$ cat config.mk
export PLATFORM = sky130hd
export DESIGN_NAME = key_matrix_edge_scanner
export DESIGN_NICKNAME = d
export VERILOG_FILES = /design/src/hw/rtl/kmes_pkg.sv /design/src/hw/rtl/key_matrix_edge_scanner.sv /design/src/hw/rtl/kmes_map.sv /design/src/hw/rtl/kmes_emit.sv
export VERILOG_INCLUDE_DIRS = /design/src /design/src/hw/rtl
export SDC_FILE = /design/constraint.sdc
export NUM_CORES = 1
export LEC_CHECK = 0
export ABC_AREA = 1
export BUFFER_PORTS_ARGS = -buffer_cell sky130_fd_sc_hd__buf_2
export CAP_MARGIN = 20
export CORE_UTILIZATION = 38
export CTS_CLUSTER_DIAMETER = 50
export DETAILED_ROUTE_END_ITERATION = 7
export GPL_TIMING_DRIVEN = 1
export RECOVER_POWER = 25
export SLEW_MARGIN = 25
export SYNTH_ARGS = -nofsm -noshare
export SYNTH_HDL_FRONTEND = slang
export SYNTH_SLANG_ARGS = --single-unit
export TNS_END_PERCENT = 1
$ cat constraint.sdc
create_clock -name i_clk -period 9.39 [get_ports i_clk]
set_clock_uncertainty 0.1 [all_clocks]
set_input_delay 2.817 -clock i_clk [delete_from_list [all_inputs] [get_ports i_clk]]
set_output_delay 2.817 -clock i_clk [all_outputs]
set_load 0.05 [all_outputs]
$ cat src/hw/rtl/key_matrix_edge_scanner_assert.svh
// ----------------------------------------------------------------------------
// Key matrix edge scanner assertion macros
// Shared concurrent-assertion helpers clocked on i_clk, disabled in reset.
// ----------------------------------------------------------------------------
`ifndef KEY_MATRIX_EDGE_SCANNER_ASSERT_SVH
`define KEY_MATRIX_EDGE_SCANNER_ASSERT_SVH

// same-cycle implication
`define KMES_ASSERT_NOW(lbl, ante, cons, msg) \
    lbl: assert property (@(posedge i_clk) disable iff (!i_rst_n) (ante) |-> (cons)) \
        else $error(msg);

// next-cycle implication
`define KMES_ASSERT_NEXT(lbl, ante, cons, msg) \
    lbl: assert property (@(posedge i_clk) disable iff (!i_rst_n) (ante) |=> (cons)) \
        else $error(msg);

`endif

$ cat src/hw/rtl/kmes_pkg.sv
// ----------------------------------------------------------------------------
// kmes_pkg
// Shared constants, codes and types of the key matrix edge scanner.
// ----------------------------------------------------------------------------
package kmes_pkg;

    localparam int ROWS_DEF  = 8;
    localparam int COLS_DEF  = 16;
    localparam int MAX_ROWS  = 8;    // row_bits width
    localparam int MAP_DEPTH = 16;   // key map entries
    localparam int COL_W     = 4;
    localparam int ROW_W     = 3;
    localparam int CFG_W     = 5;

    localparam logic [1:0] KIND_PRESS   = 2'd0;
    localparam logic [1:0] KIND_HOLD    = 2'd1;
    localparam logic [1:0] KIND_RELEASE = 2'd2;
    localparam logic [1:0] KIND_DONE    = 2'd3;

    localparam logic             CFG_IDX_COLS = 1'b0;
    localparam logic [CFG_W-1:0] CFG_COLS_RST = 5'd16;

    // one column sample handed to the event emitter
    typedef struct packed {
        logic [MAX_ROWS-1:0] now;
        logic [COL_W-1:0]    col;
        logic                last_col;
    } t_item;

endpackage

$ cat src/hw/rtl/key_matrix_edge_scanner.sv
// ----------------------------------------------------------------------------
// key_matrix_edge_scanner
// Compares each column sample with the stored key map and emits key events.
// ----------------------------------------------------------------------------
//  channel   handshake             payload
//  input     i_valid / o_ready     i_row_bits
//  output    o_valid / i_ready     o_event_kind, o_key_row, o_key_col,
//                                  o_clear_press_count, o_last
//  config    APB psel/penable      paddr, pwdata, prdata (cols_in_use at 0x0)
//
//  An item yields one result per row down now or before, then a column done
//  result; the emitter produces one result per cycle while the output is not stalled.
//  The next item is accepted in the cycle its predecessor's column done
//  result is loaded into the output register, so items run back to back.
//  Reset is synchronous; map entries have valid bits cleared at once, no sweep.
//  A stalled output holds the emitter; the map is read and rewritten at accept.
// ----------------------------------------------------------------------------
module key_matrix_edge_scanner #(
    parameter int ROWS = kmes_pkg::ROWS_DEF,
    parameter int COLS = kmes_pkg::COLS_DEF
) (
    input  logic                          i_clk,
    input  logic                          i_rst_n,
    // sample channel
    input  logic                          i_valid,
    output logic                          o_ready,
    input  logic [kmes_pkg::MAX_ROWS-1:0] i_row_bits,
    // result channel
    output logic                          o_valid,
    input  logic                          i_ready,
    output logic [1:0]                    o_event_kind,
    output logic [kmes_pkg::ROW_W-1:0]    o_key_row,
    output logic [kmes_pkg::COL_W-1:0]    o_key_col,
    output logic                          o_clear_press_count,
    output logic                          o_last,
    // configuration
    input  logic                          psel,
    input  logic                          penable,
    input  logic                          pwrite,
    input  logic [2:0]                    paddr,
    input  logic [31:0]                   pwdata,
    output logic [31:0]                   prdata,
    output logic                          pready
);
    import kmes_pkg::*;

    // rows examined and columns usable
    localparam int ROWS_USED = (ROWS > MAX_ROWS) ? MAX_ROWS : ((ROWS < 1) ? 1 : ROWS);
    localparam int COL_LIM   = (COLS > MAP_DEPTH) ? MAP_DEPTH : ((COLS < 1) ? 1 : COLS);
    localparam logic [CFG_W-1:0] ColLim = CFG_W'(COL_LIM);

    logic [CFG_W-1:0]     r_cols;
    logic [COL_W-1:0]     r_col;
    logic [CFG_W-1:0]     eff_cols;
    logic                 last_col;
    logic                 accept;
    logic                 take;
    logic                 busy;
    logic [MAX_ROWS-1:0]  now8;
    logic [ROWS_USED-1:0] prev_map;
    t_item                item;
    logic                 out_done;
    logic                 done_ok;

    // ---------------- configuration ----------------
    assign pready = 1'b1;

    always_ff @(posedge i_clk) begin
        if (!i_rst_n) begin
            r_cols <= CFG_COLS_RST;
        end else if (psel && penable && pwrite && (paddr[2] == CFG_IDX_COLS)) begin
            r_cols <= pwdata[CFG_W-1:0];
        end
    end

    assign prdata = (paddr[2] == CFG_IDX_COLS) ? {{(32 - CFG_W){1'b0}}, r_cols} : 32'd0;

    // zero acts as one, large values saturate to COLS, capped at the map depth
    always_comb begin
        if (r_cols == '0) begin
            eff_cols = CFG_W'(1);
        end else if (r_cols > ColLim) begin
            eff_cols = ColLim;
        end else begin
            eff_cols = r_cols;
        end
    end

    // a column at or past the last counted one closes the scan
    assign last_col = ({1'b0, r_col} + CFG_W'(1)) >= eff_cols;

    // ---------------- intake and column counter ----------------
    assign o_ready = take;
    assign accept  = i_valid && take;

    always_comb begin
        now8 = '0;
        now8[ROWS_USED-1:0] = i_row_bits[ROWS_USED-1:0];
        item.now      = now8;
        item.col      = r_col;
        item.last_col = last_col;
    end

    always_ff @(posedge i_clk) begin
        if (!i_rst_n) begin
            r_col <= '0;
        end else if (accept) begin
            r_col <= last_col ? '0 : (r_col + COL_W'(1));
        end
    end

    // ---------------- key map store ----------------
    kmes_map #(
        .ROWS_USED (ROWS_USED)
    ) u_map (
        .i_clk   (i_clk),
        .i_rst_n (i_rst_n),
        .i_we    (accept),
        .i_addr  (r_col),
        .i_wdata (i_row_bits[ROWS_USED-1:0]),
        .o_rdata (prev_map)
    );

    // ---------------- event emitter ----------------
    kmes_emit #(
        .ROWS_USED (ROWS_USED)
    ) u_emit (
        .i_clk               (i_clk),
        .i_rst_n             (i_rst_n),
        .i_load              (accept),
        .i_item              (item),
        .i_before            (prev_map),
        .o_take              (take),
        .o_busy              (busy),
        .o_valid             (o_valid),
        .i_ready             (i_ready),
        .o_event_kind        (o_event_kind),
        .o_key_row           (o_key_row),
        .o_key_col           (o_key_col),
        .o_clear_press_count (o_clear_press_count),
        .o_last              (o_last)
    );

    // ---------------- assertions ----------------
`include "key_matrix_edge_scanner_assert.svh"

    assign out_done = (o_event_kind == KIND_DONE);
    assign done_ok  = o_last && out_done;

    `KMES_ASSERT_NOW(a_clr_on_done, o_valid && o_clear_press_count, done_ok, "stray clear flag")
    `KMES_ASSERT_NOW(a_last_is_done, o_valid, o_last == out_done, "last and done kind disagree")
    `KMES_ASSERT_NEXT(a_accept_busy, accept, busy, "accepted item not held by emitter")

endmodule

$ cat src/hw/rtl/kmes_map.sv
// ----------------------------------------------------------------------------
// kmes_map
// Previous key map store: one entry per column, read and rewritten per item.
// ----------------------------------------------------------------------------
module kmes_map #(
    parameter int ROWS_USED = kmes_pkg::ROWS_DEF
) (
    input  logic                       i_clk,
    input  logic                       i_rst_n,
    input  logic                       i_we,
    input  logic [kmes_pkg::COL_W-1:0] i_addr,
    input  logic [ROWS_USED-1:0]       i_wdata,
    output logic [ROWS_USED-1:0]       o_rdata
);
    import kmes_pkg::*;

    logic [ROWS_USED-1:0] r_mem [MAP_DEPTH];
    logic [MAP_DEPTH-1:0] r_vld;
    logic [ROWS_USED-1:0] r_rd;
    logic                 r_rd_vld;

    // read returns the old entry while the new map is written
    always_ff @(posedge i_clk) begin
        if (i_we) begin
            r_rd          <= r_mem[i_addr];
            r_mem[i_addr] <= i_wdata;
        end
    end

    // entries never written read as no keys down
    always_ff @(posedge i_clk) begin
        if (!i_rst_n) begin
            r_vld    <= '0;
            r_rd_vld <= 1'b0;
        end else if (i_we) begin
            r_rd_vld      <= r_vld[i_addr];
            r_vld[i_addr] <= 1'b1;
        end
    end

    assign o_rdata = r_rd_vld ? r_rd : '0;

endmodule

$ cat src/hw/rtl/kmes_emit.sv
// ----------------------------------------------------------------------------
// kmes_emit
// Walks a column's active rows, a result per unstalled cycle, then column done.
// ----------------------------------------------------------------------------
module kmes_emit #(
    parameter int ROWS_USED = kmes_pkg::ROWS_DEF
) (
    input  logic                       i_clk,
    input  logic                       i_rst_n,
    input  logic                       i_load,
    input  kmes_pkg::t_item            i_item,
    input  logic [ROWS_USED-1:0]       i_before,
    output logic                       o_take,
    output logic                       o_busy,
    output logic                       o_valid,
    input  logic                       i_ready,
    output logic [1:0]                 o_event_kind,
    output logic [kmes_pkg::ROW_W-1:0] o_key_row,
    output logic [kmes_pkg::COL_W-1:0] o_key_col,
    output logic                       o_clear_press_count,
    output logic                       o_last
);
    import kmes_pkg::*;

    t_item               r_item;
    logic                r_busy;
    logic                r_fresh;
    logic [MAX_ROWS-1:0] r_pend;
    logic [8:0]          r_count;
    logic                r_valid;
    logic [1:0]          r_kind;
    logic [ROW_W-1:0]    r_row;
    logic [COL_W-1:0]    r_col;
    logic                r_clr;
    logic                r_last;

    logic [MAX_ROWS-1:0] before8;
    logic [MAX_ROWS-1:0] cur_pend;
    logic [MAX_ROWS-1:0] n_pend;
    logic [ROW_W-1:0]    idx;
    logic                found;
    logic                step;
    logic [8:0]          n_count;
    logic                n_busy;
    logic                n_fresh;

    always_comb begin
        before8 = '0;
        before8[ROWS_USED-1:0] = i_before;
        cur_pend = r_fresh ? (r_item.now | before8) : r_pend;
        idx   = '0;
        found = 1'b0;
        for (int r = ROWS_USED - 1; r >= 0; r--) begin
            if (cur_pend[r]) begin
                idx   = ROW_W'(r);
                found = 1'b1;
            end
        end
        n_pend = cur_pend;
        n_pend[idx] = 1'b0;
        step = r_busy && (!r_valid || i_ready);
        n_count = r_count;
        if (r_item.now[idx] && !before8[idx]) begin
            n_count = r_count + 9'd1;
        end else if (!r_item.now[idx] && before8[idx]) begin
            n_count = r_count - 9'd1;
        end
        // a load in the column-done cycle keeps the emitter busy
        n_busy  = r_busy;
        n_fresh = r_fresh;
        if (step) begin
            n_fresh = 1'b0;
            if (!found) begin
                n_busy = 1'b0;
            end
        end
        if (i_load) begin
            n_busy  = 1'b1;
            n_fresh = 1'b1;
        end
    end

    assign o_take = !r_busy || (step && !found);
    assign o_busy = r_busy;

    always_ff @(posedge i_clk) begin
        if (!i_rst_n) begin
            r_busy  <= 1'b0;
            r_fresh <= 1'b0;
            r_count <= '0;
            r_valid <= 1'b0;
        end else begin
            r_busy  <= n_busy;
            r_fresh <= n_fresh;
            if (step) begin
                r_valid <= 1'b1;
            end else if (i_ready) begin
                r_valid <= 1'b0;
            end
            if (step) begin
                r_pend  <= n_pend;
                r_col   <= r_item.col;
                if (found) begin
                    r_row   <= idx;
                    r_clr   <= 1'b0;
                    r_last  <= 1'b0;
                    r_count <= n_count;
                    if (r_item.now[idx]) begin
                        r_kind <= before8[idx] ? KIND_HOLD : KIND_PRESS;
                    end else begin
                        r_kind <= KIND_RELEASE;
                    end
                end else begin
                    r_kind <= KIND_DONE;
                    r_row  <= '0;
                    r_last <= 1'b1;
                    r_clr  <= r_item.last_col && (r_count == 9'd0);
                    if (r_item.last_col) begin
                        r_count <= '0;
                    end
                end
            end
            if (i_load) begin
                r_item <= i_item;
            end
        end
    end

    assign o_valid             = r_valid;
    assign o_event_kind        = r_kind;
    assign o_key_row           = r_row;
    assign o_key_col           = r_col;
    assign o_clear_press_count = r_clr;
    assign o_last              = r_last;

endmodule

==> results_dict.tcl, run 1 <==
set metrics [dict create \
    yosysTopAreaCell "edfxtp_1" \
    pin_count 96 \
    dp_hpwl_mm 12.0 \
    grt_max_degree 84 \
    grt.overflow.total 0 \
    drt-pass1-iter-count 5 \
    fin_crit_sh_pct 70.7 \
    cp-start-kind "input port" \
    syn_avg_cell_area_um2 10.6 \
    coreArea_mm2 0.0236 \
    yosys.area_share.simple_pct 14.1 \
    clock_latency_ns 0.51 \
    diodes 0 \
    synth-adder-area-share_pct 2.81 \
    endpoint_kind "primary output" \
    clk_pin_slew_ns 0.06 \
    drv_slew 156 \
    ys_seq_elements 206 \
    cts_setup_buffers 0 \
    path_class "in -> out" \
    hold_violations 0 \
    tightest_slew_ns 3.46 \
    finalSetupTns_ns 0 \
    power_mw 2.28 \
    wl_per_cell_um 15.4 \
    root_buffer "clkbuf_16" \
    cts_tree "built" \
    vias 6057 \
    placed_area_mm2 0.00954 \
    cts_hold_buf 0 \
    worstPathRequired_ns 6.47 \
    htreeDepth 1 \
    cp_max_fo 6 \
    synth_top_family_by_area "simple AND/OR/NAND/NOR gates" \
    layoutNonFillerInstCount 1239 \
    layout_common_cells "edfxtp_1 (168), nand2_1 (135), nor2_1 (100), o21ai_0 (91), inv_1 (67)" \
    ir_worst_vdd_uv 157 \
    setup_slack_ns 2.75 \
    drt-initial-drc-count 430 \
    placementRows 56 \
    post_cts_resized 0 \
    fin_util_pct 43.8 \
    antenna_found_initial 0 \
    synth.top_cell.area_share_pct 54.9 \
    synth_edf_count 168 \
    antenna_left 0 \
    synthMuxAreaShare_pct 0 \
    start_util_pct 38.9 \
    synth_xor_area_share_pct 0.382 \
    numCtsBuffers 25 \
    drive_gt1_share_pct 11.4 \
    ys_seq_area_share_pct 63.2 \
    wirelength_mm 19.1 \
    r2r_slack_ns 2.98 \
    max-slew-margin-rel_pct -131 \
    drc_errors 0 \
    syn_to_final_growth_pct 12.7 \
    cts_buffer_depth 3 \
    seq_area_mm2 0.00581 \
    dp_cells 1193 \
    synthArstFlopShare_pct 0 \
    pre_cts_ws_ns 2.78 \
    hold_path_class "reg -> reg" \
    cts.sinks 206 \
    synth_compound_area_share_pct 12.3 \
    routed_via_density 4.89 \
    synth_flop_cell "edfxtp_1" \
    layout.cells.most_common "edfxtp_1" \
    fin_nets 971 \
    die_h_um 157 \
    syn_area_mm2 0.00918 \
    leakage_nw 3.96 \
    yosys_warnings 0 \
    grt_pass1_vias 5686 \
    fillers 2247 \
    die_width_um 157 \
    period_needed_ns 6.64 \
    powerDensity_mw_per_mm2 220 \
    synth_cells 869 \
    maxCapViolCount 2 \
    rsz0062_at_grt "false" \
    fp.dieArea_mm2 0.0248 \
    multi_input_area_mm2 0.00281 \
    synth_area_leaders "edfxtp_1 (55%), dfxtp_1 (8.3%), nand2_1 (5.4%), o21ai_0 (4.9%), nor2_1 (4.1%)" \
    grt_first_pass_wirelength_mm 30.5 \
    gp_congestion 0.810 \
    worst_hold_slack_ns 0.318 \
    fmax_ghz 0.151 \
    grtUsageTotal_pct 16.0 \
    violations "max-capacitance violations, max-slew violations" \
    crit_arrival_ns 3.72 \
    synth_cell_types 47 \
    setup_viol 0 \
    status "finished with violations" \
    io_buffer_count 38 \
    finalInstanceArea_mm2 0.0104 \
]
==> cell usage after synthesis, types with 3 or more instances <==
master and n:
a21oi_1 44, o211ai_1 3, ha_1 19, or2_1 5
nand3b_1 3, nand4_1 13, nor2_1 101, o22ai_1 33
nor2_2 4, o21a_1 12, nand2_2 12, clkbuf_1 30
nand3_1 17, dfxtp_1 38, buf_4 29, edfxtp_1 168
inv_2 7, or2_2 5, nand2_1 132, inv_1 66
o21ai_0 90
==> flip-flops by register name, summed over array words and instances (netlist names) <==
| name | count |
|---|---|
| r_col | 4 |
| r_cols | 5 |
| u_emit.o_busy | 1 |
| u_emit.o_clear_press_count | 1 |
| u_emit.o_event_kind | 2 |
| u_emit.o_key_col | 4 |
| u_emit.o_key_row | 3 |
| u_emit.o_last | 1 |
| u_emit.o_valid | 1 |
| u_emit.r_count | 9 |
| u_emit.r_fresh | 1 |
| u_emit.r_item | 13 |
| u_emit.r_pend | 8 |
| u_map.r_mem | 128 |
| u_map.r_rd | 8 |
| u_map.r_rd_vld | 1 |
| u_map.r_vld | 16 |
==> worst max-delay path: stages <==
cell     delay (ns)
buf_2          0.07
inv_1          0.03
nand2_1        0.07
nand2_1        0.19
o21ai_4        0.25
buf_2          0.29
==> report_power, final <==
group          total, mW  internal [mW]  switching (mW)
logic              0.273         0.0792           0.194
clock network      0.976          0.593           0.383
registers           1.03           1.02          0.0141
==> cell type report <==
type,count,share of cell area (%)
Clock buffer,29,6.38
Clock inverter,17,1.81
Inverter,75,2.72
Multi-Input combinational cell,551,27.2
Sequential cell,206,56.1
Tap cell,319,3.86
Timing Repair Buffer,42,1.95
==> cells by family after synthesis <==
logic type,after synthesis
AO/OA/AOI/OAI,198
XOR/XNOR,4
adder cells (fa/ha/maj),20
buffers and inverters,139
flip-flops,206
other,2
AND/OR/NAND/NOR,300
==> layer usage <==
layer  vias up  GRT usage [%]  share of wire (%)  wire [um]
met5         -              0                  0          0
met4         0           4.30                2.0        377
met3        30           2.42                4.5        866
met2       148           26.4                 46       8800
met1      2859           21.8                 47       9060
li1       3020              -                  -          -
==> worst paths after layout <==
kind | cells after the start | start | to
setup reg to reg | 11 | r_col[0] | r_col[0]
hold / removal | 0 | u_emit.r_item[3] | u_emit.o_key_col[2]
setup / recovery | 6 | i_ready | o_ready
hold reg to reg | 0 | u_emit.r_item[3] | u_emit.o_key_col[2]
Note: power is estimated with default switching activity, not from simulation.
==> run 2: changes to the inputs <==
==> constraint.sdc (replaced) <==
create_clock -name i_clk -period 5.5 [get_ports i_clk]
set_clock_uncertainty 0.1 [all_clocks]
set_input_delay 1.65 -clock i_clk [delete_from_list [all_inputs] [get_ports i_clk]]
set_output_delay 1.65 -clock i_clk [all_outputs]
set_load 0.05 [all_outputs]
==> results_dict.tcl, run 2 (synthesized netlist as in run 1, its figures left out) <==
set metrics [dict create \
    fp.dieArea_mm2 0.0248 \
    dp_hpwl_mm 12.2 \
    cts_hold_buf 0 \
    hold_path_class "reg -> reg" \
    power_mw 3.86 \
    grt_first_pass_wirelength_mm 30.4 \
    crit_arrival_ns 4.61 \
    vias 6117 \
    layout.cells.most_common "edfxtp_1" \
    syn_to_final_growth_pct 12.9 \
    path_class "reg -> reg" \
    grt_max_degree 71 \
    hold_violations 0 \
    htreeDepth 1 \
    drv_slew 0 \
    gp_congestion 0.830 \
    cts_tree "built" \
    fin_nets 971 \
    diodes 0 \
    numCtsBuffers 25 \
    cp-start-kind "register" \
    period_needed_ns 4.35 \
    status "finished clean" \
    post_cts_resized 0 \
    tightest_slew_ns 1.32 \
    globalRouteMet2Util_pct 25.2 \
    die_width_um 157 \
    grtUsageMet1_pct 22.0 \
    fillers 2252 \
    setup_viol 0 \
    grt_pass1_vias 5619 \
    endpoint_kind "register" \
    max-slew-margin-rel_pct 12.2 \
    grt.overflow.total 0 \
    cp_max_fo 18 \
    root_buffer "clkbuf_16" \
    fin_util_pct 43.9 \
    ir_worst_vdd_uv 268 \
    grt.busiest_layer "met2" \
    drt-pass1-iter-count 5 \
    rsz0062_at_grt "false" \
    leakage_nw 3.96 \
    setup_slack_ns 1.15 \
    fmax_ghz 0.230 \
    finalSetupTns_ns 0 \
    wirelength_mm 18.9 \
    layout_common_cells "edfxtp_1 (168), nand2_1 (132), nor2_1 (99), o21ai_0 (90), inv_1 (66)" \
    worst_hold_slack_ns 0.316 \
    powerDensity_mw_per_mm2 372 \
    pre_cts_ws_ns 1.17 \
    largest_reg_flops 128 \
    drc_errors 0 \
    antenna_left 0 \
    coreArea_mm2 0.0236 \
    drive_gt1_share_pct 11.9 \
    maxCapViolCount 0 \
    fin_crit_sh_pct 79.2 \
    cts_buffer_depth 3 \
    worstPathRequired_ns 5.76 \
    cts.sinks 206 \
    placementRows 56 \
    grtUsageTotal_pct 15.8 \
    die_h_um 157 \
    reg.largest.list "u_map.r_mem (128), u_map.r_vld (16), u_emit.r_item (13)" \
    use_met3_pct 2.67 \
    start_util_pct 38.9 \
    drt-initial-drc-count 390 \
    pin_count 96 \
    clock_latency_ns 0.51 \
    cts_setup_buffers 0 \
    top_register "u_map.r_mem" \
    clk_pin_slew_ns 0.05 \
    routed_via_density 4.95 \
    antenna_found_initial 0 \
    wl_per_cell_um 15.3 \
    io_buffer_count 38 \
]
==> run 2: worst paths after layout <==
kind | endpoint | depth (start not counted) | slack, ns | start
setup / recovery | u_emit.r_count[6] | 26 | 1.15 | u_emit.r_fresh
hold / removal | u_emit.o_key_col[0] | 0 | 0.32 | u_emit.r_item[1]
setup reg to reg | u_emit.r_count[6] | 26 | 1.15 | u_emit.r_fresh
hold reg to reg | u_emit.o_key_col[0] | 0 | 0.32 | u_emit.r_item[1]
==> run 2: metrics by stage <==
step,cells,area [um^2]
6_report,1237,10400
5_1_grt,1237,10400
4_1_cts,1237,10400
3_5_place_dp,1193,9540
3_3_place_gp,1193,9540
2_1_floorplan,896,9280
==> run 2: layout make-up <==
class | count | area (um^2) | area share, %
clock buffer | 34 | 699 | 6.75
clock inverter | 10 | 134 | 1.29
inverter | 75 | 282 | 2.72
multi-input combinational | 551 | 2840 | 27.4
sequential | 206 | 5810 | 56.0
tap | 319 | 399 | 3.85
timing repair buffer | 42 | 209 | 2.02
==> run 2: metal layers <==
| layer | vias to the layer above | part of all wire (%) |
|---|---|---|
| met5 | - | 0 |
| met4 | 0 | 2.0 |
| met3 | 30 | 4.7 |
| met2 | 159 | 46 |
| met1 | 2903 | 47 |
| li1 | 3025 | - |
==> run 2: critical path, stage by stage, from the launching register on <==
cell and delay, ns:
dfxtp_1 0.67, inv_2 0.16, nor2_1 0.12, nand2_1 0.07, nand2_1 0.11, nand2_1 0.07, nand2_1 0.05, nand2_1 0.04
nand2_1 0.05, nand2_1 0.06, nand2_1 0.19, nand2_2 0.26, o211ai_1 0.23, nand2_1 0.09, nor2_1 0.15, ha_1 0.25
inv_1 0.18, ha_1 0.42, nand2_1 0.07, o21ai_0 0.31, nand2_1 0.12, nand2_1 0.08, nand2_1 0.04, nand2_1 0.07
a21oi_1 0.06, o21ai_0 0.08, a21oi_1 0.08
==> run 2: where the power goes <==
| group | internal (mW) | total [mW] | switching, mW |
|---|---|---|---|
| Sequential | 1.74 | 1.77 | 0.0311 |
| Clock | 1.03 | 1.63 | 0.607 |
| Combinational | 0.133 | 0.460 | 0.327 |
| Total | 2.90 | 3.86 | 0.965 |
==> run 3: changes to the inputs <==
==> constraint.sdc (replaced) <==
create_clock -name i_clk -period 4.2 [get_ports i_clk]
set_clock_uncertainty 0.1 [all_clocks]
set_input_delay 1.26 -clock i_clk [delete_from_list [all_inputs] [get_ports i_clk]]
set_output_delay 1.26 -clock i_clk [all_outputs]
set_load 0.05 [all_outputs]
==> results_dict.tcl, run 3 (synthesized netlist as in run 1, its figures left out) <==
set metrics [dict create \
    status "finished clean" \
    hold_path_class "reg -> reg" \
    r2r_slack_ns 0.42 \
    drc_errors 0 \
    coreArea_mm2 0.0236 \
    endpoint_kind "register" \
    antenna_found_initial 0 \
    reg2reg_depth 25 \
    setup_viol 0 \
    cp-start-kind "register" \
    layout.cells.most_common "edfxtp_1" \
    fmax_ghz 0.265 \
    die_width_um 157 \
    period_needed_ns 3.78 \
    diodes 0 \
    fp.dieArea_mm2 0.0248 \
    die_h_um 157 \
    placed_area_mm2 0.00960 \
    cts_tree "built" \
    clock_latency_ns 0.52 \
    top_register "u_map.r_mem" \
    grt_first_pass_wirelength_mm 30.5 \
    leakage_nw 3.98 \
    root_buffer "clkbuf_16" \
    pin_count 96 \
    clk_pin_slew_ns 0.06 \
    layout_common_cells "edfxtp_1 (168), nand2_1 (132), nor2_1 (99), o21ai_0 (89), inv_1 (65)" \
    start_util_pct 38.9 \
    numCtsBuffers 25 \
    path_class "reg -> reg" \
    gp_congestion 0.859 \
    cts.sinks 206 \
    routed_via_density 4.93 \
    drt-pass1-iter-count 5 \
    finalSetupTns_ns 0 \
    grt_pass1_vias 5694 \
    wirelength_mm 18.9 \
    grtUsageTotal_pct 16.0 \
    powerDensity_mw_per_mm2 473 \
    hold_start "u_emit.r_item[3]" \
    maxCapViolCount 0 \
    rsz0062_at_grt "false" \
    drt-initial-drc-count 503 \
    io_buffer_count 38 \
    worstPathRequired_ns 4.53 \
    cp_max_fo 8 \
    placementRows 56 \
    fin_nets 979 \
    wl_per_cell_um 15.2 \
    hold_violations 0 \
    vias 6137 \
    largest_reg_flops 128 \
    whs_path_depth 0 \
    fin_crit_sh_pct 89.9 \
    htreeDepth 1 \
    reg.largest.list "u_map.r_mem (128), u_map.r_vld (16), u_emit.r_item (13)" \
    ir_worst_vdd_uv 241 \
    crit_arrival_ns 4.10 \
    antenna_left 0 \
    fin_util_pct 44.0 \
    syn_to_final_growth_pct 13.1 \
    grt_max_degree 71 \
    drive_gt1_share_pct 13.2 \
    tightest_slew_ns 0.992 \
    drv_slew 0 \
    finalInstanceArea_mm2 0.0104 \
    dp_hpwl_mm 12.2 \
    whs_endpoint "u_emit.o_key_col[2]" \
    max-slew-margin-rel_pct 33.6 \
    worstReg2RegEnd "u_emit.r_count[7]" \
    grt.overflow.total 0 \
    cts_buffer_depth 3 \
    timing.rr.start "u_map.r_rd_vld" \
]
-- run 3: worst max-delay path, stage by stage (launching register included) --
cell	delay [ns]
dfxtp_1	0.38
buf_4	0.17
nand2_1	0.11
nand2_1	0.13
nand2_2	0.08
nand2_2	0.09
clkinv_1	0.08
nand2_1	0.10
nand2_1	0.11
nand2_1	0.14
inv_1	0.07
nor2_1	0.17
nand2_1	0.07
nor2_1	0.08
nor2_1	0.04
nand2_1	0.13
ha_1	0.27
inv_2	0.13
ha_1	0.34
a21oi_1	0.19
nand2_1	0.12
nand2_1	0.08
o311ai_0	0.15
a21oi_1	0.15
o21ai_0	0.09
a21oi_1	0.14
-- run 3: repair_timing --
| item | in CTS | in global routing |
|---|---|---|
| endpoints found under the hold margin | 0 | 0 |
| setup endpoints to repair | 0 | 5 |
| hold buffers | 0 | 0 |
| buffers inserted | 0 | 0 |
| resized for setup | 0 | 6 |
-- run 3: where the power goes --
group	leakage (nW)	switching (mW)	total, mW	internal, mW
clock network	0.384	0.855	1.99	1.13
registers	1.84	0.0347	2.31	2.27
logic	1.76	0.435	0.617	0.182
-- run 3: how the worst max path moves through the flow --
| stage | start | to | slack (ns) | cells after the start |
|---|---|---|---|---|
| 2_1_floorplan | u_emit.r_fresh | u_emit.r_count[6] | 0.87 | 25 |
| 3_3_place_gp | u_emit.r_fresh | u_emit.r_count[6] | 0.18 | 26 |
| 3_5_place_dp | u_emit.r_fresh | u_emit.r_count[6] | 0.20 | 26 |
| 4_1_cts | u_emit.r_fresh | u_emit.r_count[6] | 0.18 | 26 |
| 5_1_grt | u_map.r_rd_vld | u_emit.r_count[7] | 0.05 | 25 |
| 6_report | u_map.r_rd_vld | u_emit.r_count[7] | 0.42 | 25 |
-- run 3: area by class of cell --
type / instances / area [um^2]
inverter: 75 / 282
fill: 2235 / 13200
multi-input combinational: 551 / 2850
clock buffer: 28 / 647
sequential: 206 / 5810
tap: 319 / 399
timing repair buffer: 50 / 272
clock inverter: 17 / 128
-- run 3: metal layers --
layer	track usage (%)	part of all wire [%]
met1	21.5	46
met2	26.8	48
met5	0	0
met4	4.35	2.1
met3	2.37	3.9
-- run 3: through the flow --
step / hold WS (ns) / std cells / total power [mW] / setup WS (ns)
2_1_floorplan: 0.300 / 896 / 2.83 / 0.872
3_3_place_gp: 0.306 / 1201 / 2.96 / 0.182
3_5_place_dp: 0.306 / 1201 / 2.96 / 0.204
4_1_cts: 0.321 / 1246 / 4.96 / 0.177
5_1_grt: 0.329 / 1246 / 5.12 / 0.0534
6_report: 0.319 / 1246 / 4.91 / 0.424
